<file path="config.mk">
export PLATFORM = sky130hd
export DESIGN_NAME = srbf_ctrl
export DESIGN_NICKNAME = d
export VERILOG_FILES = /design/src/rtl/srbf_pkg.sv /design/src/rtl/srbf_ctrl.sv
export SDC_FILE = /design/constraint.sdc
export NUM_CORES = 1
export LEC_CHECK = 0
export BUFFER_PORTS_ARGS = -buffer_cell sky130_fd_sc_hd__buf_2
export CAP_MARGIN = 20
export CORE_UTILIZATION = 55
export CTS_BUF_LIST = sky130_fd_sc_hd__clkbuf_8
export DETAILED_ROUTE_END_ITERATION = 16
export PLACE_DENSITY = 0.91
export SLEW_MARGIN = 10
export SYNTH_ARGS = -nofsm -noshare
export SYNTH_HDL_FRONTEND = slang
export SYNTH_SLANG_ARGS = --single-unit
</file>
<file path="constraint.sdc">
create_clock -name clk -period 2.4 [get_ports clk]
set_input_delay 0.36 -clock clk [delete_from_list [all_inputs] [get_ports clk]]
set_output_delay 0.36 -clock clk [all_outputs]
set_load 0.02 [all_outputs]
</file>
<file path="src/rtl/srbf_pkg.sv">
// ----------------------------------------------------------------------------
// srbf_pkg: shared definitions for the swept rc band-pass filter
// Field widths, register indexes and reset values, datapath op and phase
// codes, and the command and status bundles between controller and datapath.
// ----------------------------------------------------------------------------
package srbf_pkg;

  // channel count and index width
  localparam int NUM_CHANNELS = 8;
  localparam int CH_W         = 3;
  localparam int IDX_W        = (NUM_CHANNELS > 1) ? $clog2(NUM_CHANNELS) : 1;

  // field and state widths
  localparam int SAMPLE_W = 32;
  localparam int RC_W     = 36;
  localparam int RATIO_W  = 32;
  localparam int DT_W     = 32;
  localparam int MEM_W    = 48;
  localparam int DEN_W    = RC_W + 1;
  localparam int ALPHA_W  = 33;

  // configuration port
  localparam int CFG_IDX_W  = 3;
  localparam int CFG_DATA_W = 36;

  localparam logic [CFG_IDX_W-1:0] REG_LP_RC_START = 3'd0;
  localparam logic [CFG_IDX_W-1:0] REG_HP_RC_START = 3'd1;
  localparam logic [CFG_IDX_W-1:0] REG_LP_RATIO    = 3'd2;
  localparam logic [CFG_IDX_W-1:0] REG_HP_RATIO    = 3'd3;
  localparam logic [CFG_IDX_W-1:0] REG_DT          = 3'd4;

  // reset values
  localparam logic [RC_W-1:0]    LP_RC_RESET = 36'd4375000;
  localparam logic [RC_W-1:0]    HP_RC_RESET = 36'd17499100000;
  localparam logic [RATIO_W-1:0] RATIO_RESET = 32'd1073741824;
  localparam logic [DT_W-1:0]    DT_RESET    = 32'd22906492;

  // alpha of exactly one
  localparam logic [ALPHA_W-1:0] ALPHA_ONE = {1'b1, {(ALPHA_W-1){1'b0}}};

  // datapath operations
  localparam logic [1:0] OP_LP  = 2'd0;
  localparam logic [1:0] OP_HP  = 2'd1;
  localparam logic [1:0] OP_SWL = 2'd2;
  localparam logic [1:0] OP_SWH = 2'd3;

  // phases of one operation
  localparam logic [2:0] PH_SET  = 3'd0;
  localparam logic [2:0] PH_ABS  = 3'd1;
  localparam logic [2:0] PH_MUL0 = 3'd2;
  localparam logic [2:0] PH_MUL1 = 3'd3;
  localparam logic [2:0] PH_MUL2 = 3'd4;
  localparam logic [2:0] PH_FIN  = 3'd5;

  typedef struct packed {
    logic       accept;
    logic       load;
    logic       div_step;
    logic       op_en;
    logic [1:0] op;
    logic [2:0] phase;
    logic       commit;
  } srbf_cmd_t;

  typedef struct packed {
    logic ch_ok;
    logic out_free;
  } srbf_stat_t;

  // channel field to state index
  function automatic logic [IDX_W-1:0] ch_index(input logic [CH_W-1:0] c);
    logic [IDX_W+CH_W-1:0] t;
    t = {{IDX_W{1'b0}}, c};
    return t[IDX_W-1:0];
  endfunction

endpackage

</file>
<file path="src/rtl/srbf_ctrl.sv">
// ----------------------------------------------------------------------------
// srbf_ctrl: sequencer of the swept rc band-pass filter
// Steps one sample through coefficient division, time constant sweeps,
// low-pass and high-pass updates, and hands the result to the output stage.
// ----------------------------------------------------------------------------
module srbf_ctrl (
  input  logic                 clk,
  input  logic                 rst,
  input  logic                 in_valid,
  output logic                 in_ready,
  input  srbf_pkg::srbf_stat_t stat,
  output srbf_pkg::srbf_cmd_t  cmd
);
  import srbf_pkg::*;

  localparam int DIV_STEPS    = ALPHA_W - 1;
  localparam int CNT_W        = $clog2(DIV_STEPS);
  localparam int SWEEP_CYCLES = 8;

  localparam logic [2:0] S_IDLE = 3'd0;
  localparam logic [2:0] S_LOAD = 3'd1;
  localparam logic [2:0] S_DIV  = 3'd2;
  localparam logic [2:0] S_LP   = 3'd3;
  localparam logic [2:0] S_HP   = 3'd4;
  localparam logic [2:0] S_DONE = 3'd5;

  logic [2:0]       state, state_next;
  logic [CNT_W-1:0] cnt, cnt_next;
  logic [2:0]       ph, ph_next;

  // next state and commands
  always_comb begin
    state_next = state;
    cnt_next   = cnt;
    ph_next    = ph;
    cmd        = '0;
    in_ready   = 1'b0;
    case (state)
      S_IDLE: begin
        in_ready = 1'b1;
        if (in_valid) begin
          cmd.accept = 1'b1;
          state_next = S_LOAD;
        end
      end
      S_LOAD: begin
        cmd.load = 1'b1;
        cnt_next = '0;
        if (stat.ch_ok) begin
          state_next = S_DIV;
        end else begin
          state_next = S_DONE;
        end
      end
      S_DIV: begin
        cmd.div_step = 1'b1;
        // both sweeps share the multiplier while the dividers run
        if (cnt < CNT_W'(SWEEP_CYCLES)) begin
          cmd.op_en = 1'b1;
          cmd.op    = cnt[2] ? OP_SWH : OP_SWL;
          cmd.phase = PH_MUL0 + 3'(cnt[1:0]);
        end
        if (cnt == CNT_W'(DIV_STEPS - 1)) begin
          state_next = S_LP;
          ph_next    = PH_SET;
        end else begin
          cnt_next = cnt + CNT_W'(1);
        end
      end
      S_LP: begin
        cmd.op_en = 1'b1;
        cmd.op    = OP_LP;
        cmd.phase = ph;
        if (ph == PH_FIN) begin
          state_next = S_HP;
          ph_next    = PH_SET;
        end else begin
          ph_next = ph + 3'd1;
        end
      end
      S_HP: begin
        cmd.op_en = 1'b1;
        cmd.op    = OP_HP;
        cmd.phase = ph;
        if (ph == PH_FIN) begin
          state_next = S_DONE;
          ph_next    = PH_SET;
        end else begin
          ph_next = ph + 3'd1;
        end
      end
      S_DONE: begin
        if (stat.out_free) begin
          cmd.commit = 1'b1;
          state_next = S_IDLE;
        end
      end
      default: begin
        state_next = S_IDLE;
      end
    endcase
  end

  // state registers
  always_ff @(posedge clk) begin
    if (rst) begin
      state <= S_IDLE;
      cnt   <= '0;
      ph    <= PH_SET;
    end else begin
      state <= state_next;
      cnt   <= cnt_next;
      ph    <= ph_next;
    end
  end

endmodule

</file>
==> flow_metrics.tcl <==
set metrics [dict create \
    antenna_violations_before_repair 0 \
    multiInputGateArea_um2 509 \
    core_area_um2 1320 \
    clockRootBuffer "sky130_fd_sc_hd__clkbuf_8" \
    area.growth.synth_to_final_pct 15.0 \
    synth_cells 96 \
    cts_max_path_buffers 2 \
    place.port_buffers 15 \
    finalHoldWorstSlack_ns 0.399 \
    synth_fp_nets 103 \
    tritoncts.num_buffers 3 \
    design.portCount 16 \
    drt_iter0_markers 20 \
    holdPathStages 2 \
    crit_required_ns 2.04 \
    timing.clock.skew_ns 0.00208 \
    synth-seq-cells 11 \
    reg2regPathDepth 7 \
    num_antenna_cells 0 \
    cts_clk_pin_slew_worst_paths_ns 0.05 \
    grt_max_degree 16 \
    timing.final.max_slew_violations 0 \
    worst-endpoint-arrival_ns 1.84 \
    post_drt_via_cell_ratio 5.93 \
    finish.cell_count_without_fillers 125 \
    postSynthAreaPerCell_um2 8.17 \
    synthesis.area_um2 785 \
    globalRouteMet1Util_pct 26.6 \
    cts.hold.buffers_added 0 \
    post-place-ws_ns 0.418 \
    clock.fmax_mhz 455 \
    timing.critical_path.to_type "output port" \
    cts_max_level 1 \
    timing.final.hold_violations 0 \
    power.density_cell_area_nw_per_um2 1040 \
    final_core_utilization_pct 68.5 \
    final_min_period_over_clock_period_pct 91.5 \
    min-delay-path-class "in2reg" \
    rows 13 \
    most-common-layout-cells "15 x sky130_fd_sc_hd__buf_2, 11 x sky130_fd_sc_hd__dfxtp_1, 9 x sky130_fd_sc_hd__nor2_1" \
    antenna_left 0 \
    met3_global_route_usage_pct 14.2 \
    fp.dieH_um 39.8 \
    chipWidth_um 39.8 \
    wirelength_um 1800 \
    cts_post_setup_buffers_inserted 0 \
    drv.max_cap_violation_count 0 \
    routability_driven_placement_congestion_ratio 0.855 \
    finish.net_count 118 \
    clkLatencyLatePin_ns 0.24 \
    globalRoute.busiestLayer "met2" \
    post_cts_resize_count 0 \
    synth_seq_area_share_pct 28.1 \
    drt_pass1_iterations 4 \
    synthesis.yosys.warnings 0 \
    tritoncts "yes" \
    drcViolationCount 0 \
    global_route.usage.total_pct 26.9 \
    setup_violations 0 \
    first_global_vias 629 \
    total_leakage_power_nw 0.385 \
    global_route_wire_length_before_repair_um 2700 \
    routed-via-count 741 \
    wl_per_cell_um 14.4 \
    post-dp-hpwl_um 1360 \
    dpl.cell_count 121 \
    layout.area.seq_um2 220 \
    finalSetupTns_ns 0 \
    maxSlewHeadroom_pct 64.5 \
    fin_crit_ns 2.20 \
    worst-path-max-fanout 15 \
    grtUsageMet2_pct 45.9 \
    starting_density_of_the_core_pct 59.5 \
    clkSinkCount 11 \
    worst_setup_path_start_kind "flop" \
    layout_setup_ws_ns 0.203 \
    synth-main-ff-cell "sky130_fd_sc_hd__dfxtp_1" \
    final_layout_size_suffix_gt1_share_pct 24.5 \
    fillers 107 \
    ir_worst_vdd_mv 0.654 \
    synth_edf_count 0 \
    yosys_cell_types 38 \
    timing_worst_slew_pin_value_ns 0.528 \
    result_of_the_run "complete, no violations" \
    grt_overflow_total 0 \
    setup_repair_after_global_routing_missed_its_margin "false" \
    floorplan.die_area_um2 1580 \
    synth-async-reset-ratio_pct 0 \
    layout_commonest_cell "sky130_fd_sc_hd__buf_2" \
    worstSetupPathType "reg2out" \
]
path summary, 6_finish.rpt:
kind | slack, ns | start | to
setup / recovery | 0.20 | state[1] | cmd[4]
hold / removal | 0.40 | rst | cnt[4]
setup reg to reg | 0.40 | cnt[0] | cnt[3]
hold reg to reg | 0.52 | cnt[4] | cnt[4]
power breakdown:
part / switching (mW) / leakage [nW] / internal (mW)
combinational: 0.289 / 0.269 / 0.185
clock: 0.0719 / 0.0269 / 0.112
sequential: 0.0707 / 0.0894 / 0.211
total: 0.432 / 0.385 / 0.508
synth_stat cells, types with 2 or more instances:
| cell type | number | area [um^2] |
|---|---|---|
| sky130_fd_sc_hd__nor2_1 | 9 | 33.8 |
| sky130_fd_sc_hd__dfxtp_1 | 11 | 220 |
| sky130_fd_sc_hd__ha_1 | 2 | 25.0 |
| sky130_fd_sc_hd__xnor2_1 | 3 | 26.3 |
| sky130_fd_sc_hd__o2bb2ai_1 | 2 | 17.5 |
| sky130_fd_sc_hd__a22o_1 | 3 | 26.3 |
| sky130_fd_sc_hd__a21oi_1 | 7 | 35.0 |
| sky130_fd_sc_hd__nor3_1 | 2 | 10.0 |
| sky130_fd_sc_hd__mux2i_1 | 2 | 20.0 |
| sky130_fd_sc_hd__buf_2 | 2 | 10.0 |
| sky130_fd_sc_hd__clkbuf_1 | 3 | 11.3 |
| sky130_fd_sc_hd__o22ai_1 | 2 | 12.5 |
| sky130_fd_sc_hd__nand3_1 | 4 | 20.0 |
| sky130_fd_sc_hd__a211oi_2 | 2 | 25.0 |
| sky130_fd_sc_hd__nand2b_1 | 3 | 18.8 |
| sky130_fd_sc_hd__inv_1 | 7 | 26.3 |
| sky130_fd_sc_hd__a21o_1 | 2 | 15.0 |
| sky130_fd_sc_hd__nand2_1 | 8 | 30.0 |
| sky130_fd_sc_hd__or2_1 | 3 | 18.8 |
kinds of logic after synthesis:
group	after synthesis	share of synthesized area (%)
AND/OR/NAND/NOR	41	33.2
AO/OA/AOI/OAI	24	22.6
adder cells (fa/ha/maj)	2	3.19
buffers and inverters	13	7.02
flip-flops	11	28.1
multiplexers	2	2.55
XOR/XNOR	3	3.35
flip-flops by register name, summed over array words and instances, names as in the netlist:
name	cells
ph	3
state	3
cnt	5
through the flow:
stage          power (mW)  area [um^2]
2_1_floorplan       0.652          785
3_3_place_gp        0.732          857
3_5_place_dp        0.751          857
4_1_cts             0.937          902
5_1_grt              1.01          902
6_report            0.940          902
layer usage:
layer | vias up | part of all wire [%]
li1 | 371 | -
met1 | 349 | 42
met2 | 19 | 52
met3 | 2 | 5.7
met4 | 0 | 0.45
met5 | - | 0
layout make-up:
type / count / share of cell area [%]
clock inverter: 1 / 0.416
clock buffer: 3 / 4.58
multi-input combinational: 72 / 56.4
sequential: 11 / 24.4
tap: 15 / 2.08
timing repair buffer: 16 / 9.15
inverter: 7 / 2.91
critical path: stages (launching register included):
cell,delay (ns)
sky130_fd_sc_hd__dfxtp_1,0.62
sky130_fd_sc_hd__nand2b_1,0.17
sky130_fd_sc_hd__nor4_2,0.42
sky130_fd_sc_hd__a21o_1,0.22
sky130_fd_sc_hd__buf_2,0.17
(Power assumes the default switching activity.)
